===== src/sv/lctc_pkg.sv =====
// ----------------------------------------------------------------------------
// lctc_pkg
// Shared types and codes for the line crossing track counter.
// ----------------------------------------------------------------------------
package lctc_pkg;

    typedef enum logic [1:0] {
        SIDE_NONE = 2'd0,
        SIDE_A    = 2'd1,
        SIDE_B    = 2'd2
    } side_t;

    localparam logic [1:0] EV_NONE  = 2'd0;
    localparam logic [1:0] EV_A2B   = 2'd1;
    localparam logic [1:0] EV_B2A   = 2'd2;
    localparam logic [1:0] EV_OTHER = 2'd3;

    localparam logic [2:0] CFG_START_X = 3'd0;
    localparam logic [2:0] CFG_START_Y = 3'd1;
    localparam logic [2:0] CFG_END_X   = 3'd2;
    localparam logic [2:0] CFG_END_Y   = 3'd3;
    localparam logic [2:0] CFG_ENABLE  = 3'd4;

    localparam logic [7:0] ACT_SKIP_LO = 8'd4;
    localparam logic [7:0] ACT_SKIP_HI = 8'd8;

    localparam int CNT_W   = 32;
    localparam int ID_W    = 16;
    localparam int COORD_W = 12;

    // scan result from the track table
    typedef struct packed {
        logic  done;
        logic  hit;
        logic  free_ok;
        side_t hit_side;
    } tbl_stat_t;

    // write / drop request to the track table
    typedef struct packed {
        logic              set_en;
        logic              clr_en;
        logic [ID_W-1:0]   track;
        side_t             side;
    } tbl_wr_t;

    // counter update request
    typedef struct packed {
        logic en;
        logic fwd;
        logic a2b;
        logic b2a;
    } cnt_upd_t;

endpackage


===== src/sv/lctc_table.sv =====
// ----------------------------------------------------------------------------
// lctc_table
// Track table: one slot compared per cycle against the current id, first hit
// and lowest free slot recorded. Slot id/side live in a registered-read RAM.
// ----------------------------------------------------------------------------
module lctc_table #(
    parameter int TRACK_SLOTS = 16,
    parameter int IDX_W       = 4
) (
    input  logic                  aclk,
    input  logic                  aresetn,
    input  logic                  start,
    input  logic [15:0]           id,
    output lctc_pkg::tbl_stat_t   stat,
    output logic [IDX_W-1:0]      hit_idx,
    output logic [IDX_W-1:0]      free_idx,
    input  lctc_pkg::tbl_wr_t     wr,
    input  logic [IDX_W-1:0]      set_idx,
    input  logic [IDX_W-1:0]      clr_idx
);
    import lctc_pkg::*;

    localparam int SC_W = $clog2(TRACK_SLOTS + 1);
    localparam logic [IDX_W-1:0] LAST_IDX = IDX_W'(TRACK_SLOTS - 1);

    logic [ID_W-1:0] mem_track [TRACK_SLOTS];
    side_t           mem_side  [TRACK_SLOTS];
    logic [TRACK_SLOTS-1:0] valid_reg;

    logic             busy_reg;
    logic [SC_W-1:0]  addr_reg;
    logic             cmp_vld_reg;
    logic [IDX_W-1:0] cmp_idx_reg;
    logic [ID_W-1:0]  rd_track_reg;
    side_t            rd_side_reg;

    logic             hit_reg, free_reg, done_reg;
    logic [IDX_W-1:0] hit_idx_reg, free_idx_reg;
    side_t            hit_side_reg;

    logic issue, is_hit, is_free;

    assign issue   = busy_reg && (addr_reg < SC_W'(TRACK_SLOTS));
    assign is_hit  = cmp_vld_reg && valid_reg[cmp_idx_reg] && (rd_track_reg == id);
    assign is_free = cmp_vld_reg && !valid_reg[cmp_idx_reg];

    // slot RAM
    always_ff @(posedge aclk) begin
        if (wr.set_en) begin
            mem_track[set_idx] <= wr.track;
            mem_side[set_idx]  <= wr.side;
        end
        if (issue) begin
            rd_track_reg <= mem_track[addr_reg[IDX_W-1:0]];
            rd_side_reg  <= mem_side[addr_reg[IDX_W-1:0]];
        end
    end

    always_ff @(posedge aclk) begin
        if (!aresetn) begin
            valid_reg   <= '0;
            busy_reg    <= 1'b0;
            addr_reg    <= '0;
            cmp_vld_reg <= 1'b0;
            cmp_idx_reg <= '0;
            hit_reg     <= 1'b0;
            free_reg    <= 1'b0;
            done_reg    <= 1'b0;
        end else begin
            done_reg <= 1'b0;
            if (wr.clr_en) valid_reg[clr_idx] <= 1'b0;
            if (wr.set_en) valid_reg[set_idx] <= 1'b1;

            if (start) begin
                busy_reg    <= 1'b1;
                addr_reg    <= '0;
                cmp_vld_reg <= 1'b0;
                hit_reg     <= 1'b0;
                free_reg    <= 1'b0;
            end else begin
                cmp_vld_reg <= issue;
                if (issue) begin
                    cmp_idx_reg <= addr_reg[IDX_W-1:0];
                    addr_reg    <= addr_reg + SC_W'(1);
                end
                if (is_hit && !hit_reg) begin
                    hit_reg <= 1'b1;
                end
                if (is_free && !free_reg) begin
                    free_reg <= 1'b1;
                end
                if (cmp_vld_reg && cmp_idx_reg == LAST_IDX) begin
                    busy_reg <= 1'b0;
                    done_reg <= 1'b1;
                end
            end
        end
    end

    // payload of the first hit / first free slot
    always_ff @(posedge aclk) begin
        if (is_hit && !hit_reg) begin
            hit_idx_reg  <= cmp_idx_reg;
            hit_side_reg <= rd_side_reg;
        end
        if (is_free && !free_reg) begin
            free_idx_reg <= cmp_idx_reg;
        end
    end

    assign stat.done     = done_reg;
    assign stat.hit      = hit_reg;
    assign stat.free_ok  = free_reg;
    assign stat.hit_side = hit_side_reg;
    assign hit_idx       = hit_idx_reg;
    assign free_idx      = free_idx_reg;

endmodule


===== src/sv/lctc_counters.sv =====
// ----------------------------------------------------------------------------
// lctc_counters
// Saturating crossing counters and the wrong-direction flag.
// ----------------------------------------------------------------------------
module lctc_counters (
    input  logic                 aclk,
    input  logic                 aresetn,
    input  lctc_pkg::cnt_upd_t   upd,
    output logic [31:0]          a2b,
    output logic [31:0]          b2a,
    output logic [31:0]          fwd,
    output logic [31:0]          rev,
    output logic                 wrong_dir
);
    import lctc_pkg::*;

    localparam logic [CNT_W-1:0] CNT_MAX = '1;

    logic [CNT_W-1:0] a2b_reg, b2a_reg, fwd_reg, rev_reg;
    logic [CNT_W-1:0] a2b_next, b2a_next, fwd_next, rev_next;
    logic             flag_reg;

    always_comb begin
        a2b_next = a2b_reg;
        b2a_next = b2a_reg;
        fwd_next = fwd_reg;
        rev_next = rev_reg;
        if (upd.a2b && a2b_reg != CNT_MAX) a2b_next = a2b_reg + CNT_W'(1);
        if (upd.b2a && b2a_reg != CNT_MAX) b2a_next = b2a_reg + CNT_W'(1);
        if (upd.fwd) begin
            if (fwd_reg != CNT_MAX) fwd_next = fwd_reg + CNT_W'(1);
        end else begin
            if (rev_reg != CNT_MAX) rev_next = rev_reg + CNT_W'(1);
        end
    end

    always_ff @(posedge aclk) begin
        if (!aresetn) begin
            a2b_reg  <= '0;
            b2a_reg  <= '0;
            fwd_reg  <= '0;
            rev_reg  <= '0;
            flag_reg <= 1'b0;
        end else if (upd.en) begin
            a2b_reg  <= a2b_next;
            b2a_reg  <= b2a_next;
            fwd_reg  <= fwd_next;
            rev_reg  <= rev_next;
            flag_reg <= !(fwd_next > rev_next);
        end
    end

    assign a2b       = a2b_reg;
    assign b2a       = b2a_reg;
    assign fwd       = fwd_reg;
    assign rev       = rev_reg;
    assign wrong_dir = flag_reg;

endmodule


===== src/sv/line_crossing_track_counter.sv =====
// ----------------------------------------------------------------------------
// line_crossing_track_counter
// Counts tracked objects crossing a configured virtual line.
// ----------------------------------------------------------------------------
// Each input transaction is one track update, and each one produces exactly
// one output transaction.
// An update whose active count is 4 or 8 is skipped: it goes straight to the
// output state. Any other update scans the track table one slot per cycle
// through a single id comparator on the table RAM read port. That path runs
// through a start step, the RAM read, the compare of every slot and then a
// decision step before the output state. In both cases the next update can
// be accepted once the block is back in idle.
// s_tready is high only while no update is in flight. A finished result sits
// in the output register until m_tready takes it. If the next update finishes
// while that result is still waiting, the block holds in its output state
// for as long as m_tready stays low.
// Configuration writes are expected only while the block is idle.
module line_crossing_track_counter #(
    parameter int TRACK_SLOTS = 16
) (
    input  logic         aclk,
    input  logic         aresetn,
    // config write port
    input  logic         cfg_we,
    input  logic [2:0]   cfg_index,
    input  logic [11:0]  cfg_wdata,
    // input stream
    input  logic         s_tvalid,
    output logic         s_tready,
    // [15:0] track_id, [31:16] centroid_x, [47:32] centroid_y,
    // [55:48] active_frames, [63:56] inactive_frames
    input  logic [63:0]  s_tdata,
    // result stream
    output logic         m_tvalid,
    input  logic         m_tready,
    // [1:0] crossing_event, [33:2] total_a_to_b, [65:34] total_b_to_a,
    // [97:66] total_forward, [129:98] total_reverse, [130] wrong_direction,
    // [131] table_full, [135:132] zero
    output logic [135:0] m_tdata
);
    import lctc_pkg::*;

    localparam int IDX_W = (TRACK_SLOTS > 1) ? $clog2(TRACK_SLOTS) : 1;

    typedef enum logic [1:0] {
        S_IDLE,
        S_SCAN,
        S_OUT
    } state_t;

    // configuration
    logic [COORD_W-1:0] x0_reg, y0_reg, x1_reg, y1_reg;
    logic               en_reg;

    state_t state_reg;

    // latched update
    logic [15:0] id_reg, cx_reg, cy_reg;
    logic        missing_reg;
    logic        start_reg;

    logic [1:0]  event_reg;
    logic        full_reg;

    logic         m_tvalid_reg;
    logic [135:0] m_tdata_reg;

    tbl_stat_t        stat;
    tbl_wr_t          wr;
    logic [IDX_W-1:0] hit_idx, free_idx, set_idx, clr_idx;
    cnt_upd_t         upd;

    logic [31:0] a2b, b2a, fwd, rev;
    logic        wrong_dir;

    logic s_acc, skip;
    side_t new_side;

    assign s_tready = (state_reg == S_IDLE);
    assign s_acc    = s_tvalid && s_tready;
    assign skip     = (s_tdata[55:48] == ACT_SKIP_LO) || (s_tdata[55:48] == ACT_SKIP_HI);

    // side of the latched centroid relative to the line's first endpoint
    always_comb begin
        logic [COORD_W-1:0] dx, dy;
        logic [15:0]        rx, ry;
        dx = (x0_reg > x1_reg) ? (x0_reg - x1_reg) : (x1_reg - x0_reg);
        dy = (y0_reg > y1_reg) ? (y0_reg - y1_reg) : (y1_reg - y0_reg);
        rx = {x0_reg, 4'b0000};
        ry = {y0_reg, 4'b0000};
        new_side = SIDE_NONE;
        if (en_reg) begin
            if (dx < dy) begin
                if (cx_reg < rx)      new_side = SIDE_A;
                else if (cx_reg > rx) new_side = SIDE_B;
            end else if (dx > dy) begin
                if (cy_reg > ry)      new_side = SIDE_A;
                else if (cy_reg < ry) new_side = SIDE_B;
            end
        end
    end

    // decision at the end of the table scan
    always_comb begin
        wr.set_en = 1'b0;
        wr.clr_en = 1'b0;
        wr.track  = id_reg;
        wr.side   = new_side;
        set_idx   = free_idx;
        clr_idx   = hit_idx;
        upd.en    = 1'b0;
        upd.fwd   = (stat.hit_side < new_side);
        upd.a2b   = (stat.hit_side == SIDE_A) && (new_side == SIDE_B);
        upd.b2a   = (stat.hit_side == SIDE_B) && (new_side == SIDE_A);
        if (state_reg == S_SCAN && stat.done) begin
            if (missing_reg) begin
                wr.clr_en = stat.hit;
            end else if (stat.hit) begin
                if (new_side != stat.hit_side) begin
                    upd.en    = 1'b1;
                    wr.clr_en = 1'b1;
                end
            end else if (new_side != SIDE_NONE) begin
                wr.set_en = stat.free_ok;
            end
        end
    end

    lctc_table #(
        .TRACK_SLOTS (TRACK_SLOTS),
        .IDX_W       (IDX_W)
    ) u_table (
        .aclk     (aclk),
        .aresetn  (aresetn),
        .start    (start_reg),
        .id       (id_reg),
        .stat     (stat),
        .hit_idx  (hit_idx),
        .free_idx (free_idx),
        .wr       (wr),
        .set_idx  (set_idx),
        .clr_idx  (clr_idx)
    );

    lctc_counters u_counters (
        .aclk      (aclk),
        .aresetn   (aresetn),
        .upd       (upd),
        .a2b       (a2b),
        .b2a       (b2a),
        .fwd       (fwd),
        .rev       (rev),
        .wrong_dir (wrong_dir)
    );

    // config registers
    always_ff @(posedge aclk) begin
        if (!aresetn) begin
            x0_reg <= '0;
            y0_reg <= '0;
            x1_reg <= '0;
            y1_reg <= '0;
            en_reg <= 1'b0;
        end else if (cfg_we) begin
            case (cfg_index)
                CFG_START_X: x0_reg <= cfg_wdata;
                CFG_START_Y: y0_reg <= cfg_wdata;
                CFG_END_X:   x1_reg <= cfg_wdata;
                CFG_END_Y:   y1_reg <= cfg_wdata;
                CFG_ENABLE:  en_reg <= cfg_wdata[0];
                default: ;
            endcase
        end
    end

    // input latch, no reset needed
    always_ff @(posedge aclk) begin
        if (s_acc) begin
            id_reg      <= s_tdata[15:0];
            cx_reg      <= s_tdata[31:16];
            cy_reg      <= s_tdata[47:32];
            missing_reg <= (s_tdata[63:56] != 8'd0);
        end
    end

    // sequencer and output register
    always_ff @(posedge aclk) begin
        if (!aresetn) begin
            state_reg    <= S_IDLE;
            start_reg    <= 1'b0;
            m_tvalid_reg <= 1'b0;
            event_reg    <= EV_NONE;
            full_reg     <= 1'b0;
        end else begin
            start_reg <= 1'b0;
            // load a new result, or retire the one that was taken
            if (state_reg == S_OUT && (!m_tvalid_reg || m_tready)) begin
                m_tvalid_reg <= 1'b1;
            end else if (m_tvalid_reg && m_tready) begin
                m_tvalid_reg <= 1'b0;
            end

            case (state_reg)
                S_IDLE: begin
                    if (s_acc) begin
                        event_reg <= EV_NONE;
                        full_reg  <= 1'b0;
                        if (skip) begin
                            state_reg <= S_OUT;
                        end else begin
                            start_reg <= 1'b1;
                            state_reg <= S_SCAN;
                        end
                    end
                end
                S_SCAN: begin
                    if (stat.done) begin
                        if (!missing_reg && stat.hit && new_side != stat.hit_side) begin
                            if (upd.a2b)      event_reg <= EV_A2B;
                            else if (upd.b2a) event_reg <= EV_B2A;
                            else              event_reg <= EV_OTHER;
                        end
                        if (!missing_reg && !stat.hit && new_side != SIDE_NONE
                            && !stat.free_ok) begin
                            full_reg <= 1'b1;
                        end
                        state_reg <= S_OUT;
                    end
                end
                S_OUT: begin
                    // counters have settled by now
                    if (!m_tvalid_reg || m_tready) begin
                        state_reg <= S_IDLE;
                    end
                end
                default: state_reg <= S_IDLE;
            endcase
        end
    end

    always_ff @(posedge aclk) begin
        if (state_reg == S_OUT && (!m_tvalid_reg || m_tready)) begin
            m_tdata_reg <= {4'b0000, full_reg, wrong_dir, rev, fwd, b2a, a2b, event_reg};
        end
    end

    assign m_tvalid = m_tvalid_reg;
    assign m_tdata  = m_tdata_reg;

endmodule


===== config.mk =====
export PLATFORM = sky130hd
export DESIGN_NAME = line_crossing_track_counter
export DESIGN_NICKNAME = d
export VERILOG_FILES = /design/src/sv/lctc_pkg.sv /design/src/sv/lctc_table.sv /design/src/sv/lctc_counters.sv /design/src/sv/line_crossing_track_counter.sv
export SDC_FILE = /design/constraint.sdc
export NUM_CORES = 1
export LEC_CHECK = 0
export BUFFER_PORTS_ARGS = -buffer_cell sky130_fd_sc_hd__buf_2
export CORE_UTILIZATION = 50
export DETAILED_ROUTE_END_ITERATION = 8
export PLACE_DENSITY = 0.64
export SETUP_SLACK_MARGIN = 0.1
export SYNTH_ARGS = -nofsm -noshare
export SYNTH_HDL_FRONTEND = slang
export SYNTH_HIERARCHICAL = 1
export SYNTH_SLANG_ARGS = --single-unit

===== constraint.sdc =====
create_clock -name aclk -period 17.8 [get_ports aclk]
set_input_delay 0.89 -clock aclk [delete_from_list [all_inputs] [get_ports aclk]]
set_output_delay 0.89 -clock aclk [all_outputs]
set_load 0.02 [all_outputs]

# [Word level (Yosys, flattened, before mapping)]
# Memories as Yosys holds them, arrays and structs flattened. A register that Yosys moved wholly into a read port is not among the register bits.
# Index checks and enable logic that the tools add are counted.
# Widths: inputs -> output; s select.
[word_totals] mem_bits_ro=0 ram_bits=288 wordCells=191 n_memories=2 ff_bits=406 inputBits=84 out_inout_bits=138 latch_bits=0
[mem_list] memory="u_table.mem_track" depth=16 word_bits=16 read_ports=1 rd_clocked_by_memory_dff=1 wr=1 line_no="lctc_table.sv:26" text="logic [ID_W-1:0] mem_track [TRACK_SLOTS];"
[mem_list] memory="u_table.mem_side" depth=16 word_bits=2 read_ports=1 rd_clocked_by_memory_dff=1 wr=1 line_no="lctc_table.sv:27" text="side_t mem_side [TRACK_SLOTS];"
[op_classes] muxes=54 n_eq_ne=24 shifts=0 magnitude_cmp=16 reduce_logical=50 n_bitwise=5 n_div=0 n_addsub=9 n_mul=0
[op_table] cell="$add 32x1->32 const B" count=4
[op_table] cell="$mux 32" count=4
[op_table] cell="$ne 32x32->1 const B" count=4
[op_table] cell="$mux 16" count=3
[op_table] cell="$sub 12x12->12" count=4
[op_table] cell="$gt 12x12->1" count=3
[op_table] cell="$gt 16x16->1" count=2
[op_table] cell="$gt 32x32->1" count=1
[op_table] cell="$lt 16x16->1" count=2
[op_table] cell="$mux 2" count=16
[op_table] cell="$mux 12" count=2
[op_table] cell="$mux 1" count=23
[op_table] cell="$logic_and 1x1->1" count=22
[op_table] cell="$and 16x16->16" count=1
[op_table] cell="$eq 16x16->1" count=1
[op_table] cell="$not 16->16" count=1
[op_table] cell="$or 16x16->16" count=1
[op_table] cell="$reduce_and 2->1" count=8
[op_table] cell="$lt 4x5->1 const B" count=3
[op_table] cell="$lt 12x12->1" count=1
[op_table] cell="$demux 1 s4" count=2
[op_table] cell="$eq 8x3->1 const B" count=1
[op_table] cell="$eq 8x4->1 const B" count=1
[op_table] cell="$ge 4x1->1 const B" count=2
[op_table] cell="other kinds (26)" count=46

# [Depth between registers and ports, before layout]
# Gate-level depths: netlist of the first run.
[depth] depth_word=15 ltp_mapped=37 mapped_depth_nobuf=34

# [Cells and area by module]
# The synthesis of the first run kept the hierarchy.
[by_module_without_submodules] mod="lctc_table" n_inst=1 area_each_um2=13492.9 seq_area_each_um2=10089.7 cells_each=672
[by_module_without_submodules] mod="line_crossing_track_counter" n_inst=1 area_each_um2=10819.1 seq_area_each_um2=6556.3 cells_each=878
[by_module_without_submodules] mod="lctc_counters" n_inst=1 area_each_um2=8286.7 seq_area_each_um2=2582.5 cells_each=1037

# [Least setup slack after synthesis of the first run]
# No wires, ideal clock.
[synth_timing] kind="input to register" from="in m_tready" to="reg m_tdata_reg[0] (netlist: m_tdata[0]), enable pin" n_path_buf=0 slack_ps=10323 arrival_time_ps=6836 stages=2 t_required_ps=17159 setup_time_ps=641 cell_sequence="nand2b_1 nor2b_1"
[synth_via] elab_chain_cells=2
[synth_lines] element="from (decl)" line_no="line_crossing_track_counter.sv:35" text="input logic m_tready,"
[synth_lines] element="$logic_or 1x1->1" line_no="line_crossing_track_counter.sv:242" text="if (state_reg == S_OUT && (!m_tvalid_reg || m_tready)) begin"
[synth_lines] element="$logic_and 1x1->1" line_no="line_crossing_track_counter.sv:242"
[synth_lines] element="to (signal assigned)" line_no="line_crossing_track_counter.sv:243" text="m_tdata_reg <= {4'b0000, full_reg, wrong_dir, rev, fwd, b2a, a2b, event_reg};"
[synth_lines] element="to (decl)" line_no="line_crossing_track_counter.sv:66" text="logic [135:0] m_tdata_reg;"
# Every way passes these cells.
# A chain may end at the register's enable or synchronous reset.

==> impl_results.md, run 1 <==
- Crit path launch type: flip-flop
- Most common cell in the synthesized netlist: edfxtp_1
- # setup viols final: 0
- Minimum clock period: 9626 ps
- Number of synthesized flops with an enable pin: 497
- Yosys cell types: 91
- Clock Skew: 31.67 ps
- CTS Root Cell: clkbuf_16
- Synth Area per Inst: 12.60 um^2
- Area grow syn2layout: 13.43%
- Vias in the first global route: 21,630
- CORE AREA: 0.06446 mm^2
- Ant. Diodes: 0
- Worst-case clock buffer depth: 3
- Met2 Usage GRT: 39.73%
- 1st-iter DRT viols: 1,624
- Inst Count DP: 3,548
- Setup CP Type: reg2reg
- Remaining DRCs: 0
- Post-synth top cells: 497 x edfxtp_1, 215 x dfxtp_1, 209 x nand2_1
- WP data required: 18,340 ps
- Port Buffers: 217
- Hold slack: 417.4 ps
- Critical Path Sink Type: flip-flop
- Number of gates resized after cts: 0
- RSZ-0062 raised after global routing: false
- Worst VDD drop: 0.00008787 V
- R2R Path End: u_counters/wrong_dir$_SDFFE_PN0P_
- First-pass GRT wire length: 121,600 um
- Max reg flops: 256
- DR WL/cell: 21.11 um
- HP Start: u_table/rd_side_reg[0]$_DFFE_PP_
- Slew Limit Fails: 0
- Die X: 257.3 um
- Clock Latency Late Sink: 640 ps
- Status: completed
- Worst-path fanout max: 35
- Max-Cap Viols: 0
- Reg2reg path depth: 33
- Crit share post-route: 54.08%
- Achievable Freq: 0.1039 GHz
- GRT Total Usage: 23.44%
- R2r startpoint: x0_reg[0]$_SDFFE_PN0P_
- Die height: 257.3 um
- # IOs: 222
- Endpoints failing hold: 0
- Flops & latches, synth: 712
- Post-synthesis sequential area ratio: 58.99%
- Rel. slew slack: 19.04%
- GRT overflow: 0
- Hold WC Path Type: reg2reg
- Pwr dens: 102.4 mW/mm^2
- Layout cell share with drive strength beyond 1: 17.63%
- Setup TNS: 0 ps
- Nets: 2,981
- CTS buffer count: 77
- Initial antenna violation count: 2
- Crit-path slowest cell: nor2_1
- Most numerous cell on the critical path: ha_1
- Via-to-Cell Ratio: 5.930
- CP max stage delay: 870 ps
- Htree depth: 3
- Yosys top cell area share: 45.78%
- Number of nets with antenna violations after routing: 0
- DR vias: 21,890
- Hold Path Stages: 0
- Tightest Pin Transition: 1210 ps
- Critical path arrival: 10,170 ps
- Final WL: 77,900 um
- Synthesized instance count: 2,587
- Met3 Use GR: 3.536%
- Ranking of synthesized cells by area: edfxtp_1 46%, dfxtp_1 13%, mux4_2 5.3%
- Post-CTS setup buffers: 0
- Setup slack, reg-to-reg: 8170 ps
- Cell Area, Synth: 0.03260 mm^2
- DP HPWL: 50,770 um
- Synth async-reset ratio: 0%
- Drt first pass iters: 7
- Largest net degree at the start of global routing: 88
- Yosys warnings: 6
- Lkg Pwr: 12.55 nW
- CTS tree: built
- Starting Density: 50.57%
- GRT busiest layer: met2
- Hold Path End: u_table/hit_side_reg[0]$_DFFE_PP_
- Crit-path leading delay family: simple AND/OR/NAND/NOR gates
- CP Buf/Inv Count: 4
- Top_reg_cell synth: edfxtp_1
- Met1 Use GR: 30.86%
- Fill count: 5,170
- Finished Layout Cells: 3,691
- Area leader, netlist: edfxtp_1
- Clk pin slew, worst setup/hold paths: 60 ps
- Clock sink count: 712
- Die area: 0.06622 mm^2
- Global placement routability congestion: 0.8810
- Rows: 93
- CTS Hold Buffers Added: 0
-- power by group --
part	internal [W]	switching, W
Sequential	0.00183	0.0000361
Combinational	0.000120	0.000199
Clock	0.000927	0.000674
-- per-stage QoR --
stage,cell area [um^2],total power (W),util [%],worst slack [ps]
2_1_floorplan,32610,0.002121,-,10320
3_3_place_gp,34410,0.002216,53.38,8611
3_5_place_dp,34410,0.002223,53.38,8184
4_1_cts,36980,0.003829,57.36,8165
5_1_grt,36980,0.003925,57.36,7268
6_report,36980,0.003786,57.36,8174
-- layout by cell type, fill, tap and decap left out, types with 61 or more instances in the layout --
| master | count |
|---|---|
| a21oi_1 | 165 |
| buf_2 | 216 |
| clkbuf_16 | 78 |
| dfxtp_1 | 212 |
| edfxtp_1 | 497 |
| ha_1 | 121 |
| inv_1 | 83 |
| mux4_2 | 76 |
| nand2_1 | 209 |
| nand3_1 | 69 |
| nand4_1 | 73 |
| nor2_1 | 74 |
| o21ai_0 | 74 |
| xor2_1 | 61 |
-- kinds of logic (layout without fill, tap and decap cells) --
family	count (synthesis)	after routing	share of synthesized area, %
compound gates	508	508	10.21
fa+ha+maj	125	125	4.890
flops	712	712	58.99
other cells	1	4	0.01150
simple gates	775	775	12.87
buf+inv	222	468	3.001
xor+xnor	109	109	2.929
mux	135	135	7.108
-- worst reg2reg max path: cells and delay by family, from the launching register on --
| kind | cells | cell delay [ps] |
|---|---|---|
| XOR/XNOR | 1 | 100 |
| AO/OA/AOI/OAI | 12 | 2580 |
| adder cells (fa/ha/maj) | 5 | 1340 |
| buffers and inverters | 4 | 550 |
| multiplexers | 1 | 510 |
| AND/OR/NAND/NOR | 10 | 4080 |
| flip-flops | 1 | 380 |
-- layout make-up --
cell class | count | area (um^2) | area share, %
Clock buffer | 103 | 2126 | 5.749
Multi-Input combinational cell | 1656 | 12530 | 33.87
Inverter | 85 | 320.3 | 0.8662
Timing Repair Buffer | 240 | 1261 | 3.411
Tap cell | 855 | 1070 | 2.893
Sequential cell | 712 | 19230 | 52.02
Clock inverter | 40 | 440.4 | 1.191
-- worst max-delay path by stage --
| stage | start | depth (start not counted) | slack (ps) | end |
|---|---|---|---|---|
| 2_1_floorplan | m_tready | 2 | 10320 | m_tdata[0]$_DFFE_PP_ |
| 3_3_place_gp | x0_reg[0]$_SDFFE_PN0P_ | 33 | 8610 | u_counters/wrong_dir$_SDFFE_PN0P_ |
| 3_5_place_dp | x0_reg[0]$_SDFFE_PN0P_ | 33 | 8180 | u_counters/wrong_dir$_SDFFE_PN0P_ |
| 4_1_cts | x0_reg[0]$_SDFFE_PN0P_ | 33 | 8160 | u_counters/wrong_dir$_SDFFE_PN0P_ |
| 5_1_grt | x0_reg[0]$_SDFFE_PN0P_ | 33 | 7270 | u_counters/wrong_dir$_SDFFE_PN0P_ |
| 6_report | x0_reg[0]$_SDFFE_PN0P_ | 33 | 8170 | u_counters/wrong_dir$_SDFFE_PN0P_ |
-- layer usage --
layer  up-vias  wire length [um]
li1      10260                 -
met1     10880             33780
met2       607             38130
met3       139              3844
met4         2              2135
met5         -                13
Note: power is estimated with default switching activity, not from simulation.
==> run 2, diff against run 1 <==
--- a/config.mk
+++ b/config.mk
@@ -8,7 +8,7 @@
 export BUFFER_PORTS_ARGS = -buffer_cell sky130_fd_sc_hd__buf_2
 export CORE_UTILIZATION = 50
 export DETAILED_ROUTE_END_ITERATION = 8
-export PLACE_DENSITY = 0.64
+export PLACE_DENSITY = 0.67
 export SETUP_SLACK_MARGIN = 0.1
 export SYNTH_ARGS = -nofsm -noshare
 export SYNTH_HDL_FRONTEND = slang
==> constraint.sdc (replaced) <==
create_clock -name aclk -period 8.5 [get_ports aclk]
set_input_delay 0.425 -clock aclk [delete_from_list [all_inputs] [get_ports aclk]]
set_output_delay 0.425 -clock aclk [all_outputs]
set_load 0.02 [all_outputs]
==> run 2 against run 1 <==
  * Die area is the same
  * Highest routed layer is now met4
  * Largest cell class unchanged
  * Clock power grew 120%
  * Fmax grew 22%
==> impl_results.md, run 2 (synthesis results as in run 1) <==
- CORE AREA: 0.06446 mm^2
- Combinational Power Share: 8.6%
- DP HPWL: 49,790 um
- Slew Limit Fails: 0
- RSZ-0062 raised after global routing: false
- Via-to-Cell Ratio: 5.903
- Most numerous cell on the critical path: ha_1
- Htree depth: 3
- Crit-path slowest cell: or4_4
- Post-CTS setup buffers: 0
- Starting Density: 50.57%
- Setup ws final: 605.0 ps
- Port Buffers: 217
- Crit share post-route: 92.88%
- Critical path arrival: 8430 ps
- Worst-case clock buffer depth: 3
- Clock Power Share: 43.3%
- First-pass GRT wire length: 119,500 um
- Inst Count DP: 3,555
- Setup CP Type: reg2reg
- Post-place setup slack: 339.4 ps
- CP max stage delay: 600 ps
- Fin area: 0.03767 mm^2
- Tightest Pin Transition: 1172 ps
- Vias in the first global route: 21,440
- Fill count: 5,171
- WP data required: 9030 ps
- Setup TNS: 0 ps
- Switching part of the total power: 23.25%
- Met3 Use GR: 3.586%
- CTS tree: built
- Largest net degree at the start of global routing: 87
- DR WL/cell: 20.68 um
- Minimum clock period: 7895 ps
- Number of nets with antenna violations after routing: 0
- Hold WC Path Type: in2reg
- Layout cell share with drive strength beyond 1: 17.69%
- Clock sink count: 712
- Worst-path fanout max: 13
- Net switching power: 0.001889 W
- Rel. slew slack: 21.68%
- Clock Skew: 20.26 ps
- Internal: 0.006234 W
- Status: completed
- Max-Cap Viols: 0
- Max reg flops: 256
- # IOs: 222
- Finished Layout Cells: 3,747
- Sequential Power Share: 48.1%
- DP Area: 0.03446 mm^2
- GRT overflow: 0
- Commonest non-fill, non-tap cell in the layout: edfxtp_1
- Clk pin slew, worst setup/hold paths: 70 ps
- Worst VDD drop: 0.0002161 V
- Nets: 3,035
- Critical Path Sink Type: flip-flop
- Rows: 93
- Die X: 257.3 um
- Area grow syn2layout: 15.57%
- Multi-input logic area: 0.01256 mm^2
- Die area: 0.06622 mm^2
- Drt first pass iters: 5
- Final core occ: 58.44%
- Die height: 257.3 um
- GRT busiest layer: met2
- Clock Latency Late Sink: 620 ps
- 1st-iter DRT viols: 1,552
- Met1 Use GR: 30.51%
- Initial antenna violation count: 3
- FF+latch area: 0.01923 mm^2
- CTS Root Cell: clkbuf_16
- Most frequent cells in the layout: 497 x edfxtp_1, 216 x buf_2, 212 x dfxtp_1
- Final WL: 77,500 um
- Global placement routability congestion: 0.9347
- # setup viols final: 0
- DR vias: 22,120
- Lkg Pwr: 12.96 nW
- Pwr dens: 215.6 mW/mm^2
- GRT Total Usage: 23.00%
- Endpoints failing hold: 0
- Met2 Usage GRT: 38.75%
- Achievable Freq: 0.1267 GHz
- CTS buffer count: 76
- Crit path launch type: flip-flop
- Remaining DRCs: 0
[run 2: cell types whose count changed in the layout (fill, tap and decap cells not counted), moves of 4 or more]
| cell | before | now |
|---|---|---|
| clkinv_2 | 16 | 12 |
| clkinvlp_4 | 1 | 5 |
| dlygate4sd3_1 | 0 | 48 |
| bufinv_16 | 5 | 13 |
| buf_4 | 24 | 31 |
[run 2: worst paths after layout]
check | startpoint | cells after the start | slack [ps] | endpoint
setup / recovery | y0_reg[0]$_SDFFE_PN0P_ | 33 | 600 | u_counters/wrong_dir$_SDFFE_PN0P_
hold reg to reg | u_table/rd_side_reg[1]$_DFFE_PP_ | 0 | 420 | u_table/hit_side_reg[1]$_DFFE_PP_
hold / removal | s_tvalid | 3 | 110 | state_reg[1]$_SDFFE_PN0P_
setup reg to reg | y0_reg[0]$_SDFFE_PN0P_ | 33 | 600 | u_counters/wrong_dir$_SDFFE_PN0P_
[run 2: cell type report]
cell class / instances / area share [%]
multi-input combinational: 1656 / 33.34
clock inverter: 45 / 1.697
sequential: 712 / 51.06
antenna: 3 / 0.01993
timing repair buffer: 295 / 4.763
tap: 855 / 2.840
clock buffer: 96 / 5.437
inverter: 85 / 0.8502
[run 2: power groups by stage]
stage                     combinational (W)  clock [W]  sequential, W
after global routing               0.000759    0.00371        0.00392
after CTS                          0.000682    0.00359        0.00391
after global placement             0.000652          0        0.00398
final                              0.000696    0.00352        0.00391
after floorplan                    0.000417          0        0.00402
after detailed placement           0.000660          0        0.00399
[run 2: critical path, delay by kind of cell (launching register included)]
family                     cells  cell delay (ps)
AOI/OAI and AO/OA             13             2970
and+or+nand+nor               10             2410
adders and majority gates      5             1460
DFF                            1              350
buffers and inverters          3              340
muxes                          1              130
xor gates and xnor gates       1              110
[run 2: repair_timing]
item	4_1_cts	5_1_grt
endpoints found under the setup margin	0	42
hold buffers	48	0
hold endpoints to repair	48	0
gates resized for setup	0	5
[run 2: layer usage]
metal / wire length [um] / up-vias / part of all wire [%]
met5: 0 / - / 0
met4: 2017 / 0 / 2.6
met3: 4465 / 127 / 5.8
met2: 38000 / 713 / 49
met1: 33020 / 10920 / 43
li1: - / 10360 / -
[run 2: stage by stage]
step,power [W],hold WS (ps)
after floorplan,0.004440,400.3
after global placement,0.004633,406.2
after detailed placement,0.004647,405.6
after CTS,0.008187,68.83
after global routing,0.008396,104.8
final,0.008123,108.1
==> run 3, diff against run 2 <==
--- a/config.mk
+++ b/config.mk
@@ -6,10 +6,12 @@
 export NUM_CORES = 1
 export LEC_CHECK = 0
 export BUFFER_PORTS_ARGS = -buffer_cell sky130_fd_sc_hd__buf_2
+export CORE_MARGIN = 3
 export CORE_UTILIZATION = 50
 export DETAILED_ROUTE_END_ITERATION = 8
-export PLACE_DENSITY = 0.67
+export PLACE_DENSITY = 0.71
 export SETUP_SLACK_MARGIN = 0.1
+export SLEW_MARGIN = 30
 export SYNTH_ARGS = -nofsm -noshare
 export SYNTH_HDL_FRONTEND = slang
 export SYNTH_HIERARCHICAL = 1
==> run 3 against run 2 <==
  * Utilization up 0.64 points
  * Critical endpoint unchanged
  * Sequential share of layout area barely moved
  * Critical path depth decreased by 1
  * Total power shrank 0.26%
  * Largest power group unchanged
  * Worst hold slack got worse by 60 ps
  * Flip-flop and latch count did not move
  * Fmax up 0.74%
  * Clock skew increased by 4.2 ps
  * Final cell count down 0.35%
  * First-iteration DRC count is 31% higher
==> impl_results.md, run 3 (synthesis results as in run 1) <==
- Vias in the first global route: 22,070
- CTS buffer count: 75
- Clock sink count: 712
- Lkg Pwr: 12.98 nW
- Setup CP Type: reg2reg
- Commonest non-fill, non-tap cell in the layout: edfxtp_1
- Status: completed
- Crit path launch type: flip-flop
- Via-to-Cell Ratio: 6.033
- Minimum clock period: 7837 ps
- WP data required: 9030 ps
- Tightest Pin Transition: 980.2 ps
- Global placement routability congestion: 0.8881
- Combinational Power Share: 8.8%
- Layout cell share with drive strength beyond 1: 17.90%
- Port Buffers: 217
- # IOs: 222
- Initial antenna violation count: 0
- Switching part of the total power: 23.15%
- Rel. slew slack: 34.50%
- Largest net degree at the start of global routing: 77
- Htree depth: 3
- DP HPWL: 50,460 um
- DR WL/cell: 21.08 um
- RSZ-0062 raised after global routing: false
- First-pass GRT wire length: 122,200 um
- CORE AREA: 0.06377 mm^2
- Hold WC Path Type: in2reg
- Clock Latency Late Sink: 610 ps
- Final WL: 78,710 um
- GRT overflow: 0
- Slew Limit Fails: 0
- Max reg flops: 256
- Endpoints failing hold: 0
- DR vias: 22,530
- CTS tree: built
- Achievable Freq: 0.1276 GHz
- Number of nets with antenna violations after routing: 0
- CP max stage delay: 600 ps
- Rows: 92
- Most numerous cell on the critical path: ha_1
- Ant. Diodes: 0
- Die height: 261.3 um
- Setup ws final: 663.2 ps
- Critical path arrival: 8370 ps
- Fill count: 5,049
- Nets: 3,034
- Sequential Power Share: 48.2%
- 1st-iter DRT viols: 2,030
- Worst-case clock buffer depth: 3
- Clk pin slew, worst setup/hold paths: 60 ps
- Pwr dens: 215.0 mW/mm^2
- Internal: 0.006226 W
- GRT Total Usage: 22.75%
- Clock Skew: 24.43 ps
- Net switching power: 0.001875 W
- Setup TNS: 0 ps
- Worst VDD drop: 0.0001867 V
- Die X: 261.3 um
- Area grow syn2layout: 15.58%
- Critical Path Sink Type: flip-flop
- CTS Root Cell: clkbuf_16
- Remaining DRCs: 0
- Most frequent cells in the layout: 497 x edfxtp_1, 216 x buf_2, 212 x dfxtp_1
- Die area: 0.06830 mm^2
- Starting Density: 51.12%
- Drt first pass iters: 6
- # setup viols final: 0
- Max-Cap Viols: 0
- Post-place setup slack: 367.5 ps
- Worst-path fanout max: 13
- Crit-path slowest cell: or4_4
- Crit share post-route: 92.20%
- Clock Power Share: 43.0%
- Post-CTS setup buffers: 0
[run 3: final cells by class]
class / instances / area (um^2) / share of cell area (%)
Sequential cell: 712 / 19230 / 51.05
Clock inverter: 47 / 566.8 / 1.504
Clock buffer: 93 / 2079 / 5.519
Inverter: 85 / 320.3 / 0.8501
Multi-Input combinational cell: 1656 / 12590 / 33.43
Timing Repair Buffer: 295 / 1823 / 4.838
Tap cell: 846 / 1059 / 2.809
[run 3: worst max-delay path: cells and delay by family, from the launching register on]
family | cells | cell delay [ps]
AND/OR/NAND/NOR | 12 | 2720
AO/OA/AOI/OAI | 12 | 2680
adder cells (fa/ha/maj) | 4 | 1350
flip-flops | 1 | 360
buffers and inverters | 2 | 300
XOR/XNOR | 1 | 210
multiplexers | 1 | 130
[run 3: path summary, 6_finish.rpt]
kind	startpoint	endpoint	slack [ps]	depth (start not counted)
setup / recovery	y0_reg[5]$_SDFFE_PN0P_	u_counters/wrong_dir$_SDFFE_PN0P_	660	32
hold / removal	s_tdata[10]	id_reg[10]$_DFFE_PP_	50	1
setup reg to reg	y0_reg[5]$_SDFFE_PN0P_	u_counters/wrong_dir$_SDFFE_PN0P_	660	32
hold reg to reg	u_table/rd_side_reg[0]$_DFFE_PP_	u_table/hit_side_reg[0]$_DFFE_PP_	420	0
[run 3: metrics by stage]
step / instances / power (W) / cell area (um^2) / utilization (%) / hold slack [ps]
after detailed placement: 3546 / 0.004651 / 34450 / 54.02 / 414.7
after floorplan: 2590 / 0.004440 / 32610 / - / 400.3
final: 3734 / 0.008102 / 37680 / 59.08 / 48.54
after global placement: 3546 / 0.004631 / 34450 / 54.02 / 418.8
after global routing: 3734 / 0.008396 / 37680 / 59.08 / 25.05
after CTS: 3733 / 0.008161 / 37560 / 58.90 / 4.143
[run 3: power groups by stage]
stage / sequential [W] / clock, W / combinational (W)
6_report: 0.00390 / 0.00348 / 0.000716
5_1_grt: 0.00391 / 0.00370 / 0.000783
4_1_cts: 0.00391 / 0.00356 / 0.000685
3_5_place_dp: 0.00399 / 0 / 0.000663
3_3_place_gp: 0.00398 / 0 / 0.000649
2_1_floorplan: 0.00402 / 0 / 0.000417
[run 3: repair_timing]
item,CTS,global route
hold endpoints to repair,47,0
gates resized for setup,0,9
hold buffers,47,0
endpoints found under the setup margin,0,9
[run 3: routing by layer]
layer	wire length (um)	track usage (%)	vias up
met5	0	0	-
met2	37890	37.98	867
met4	2201	7.607	0
met1	33590	30.67	11110
li1	-	-	10370
met3	5026	3.375	182
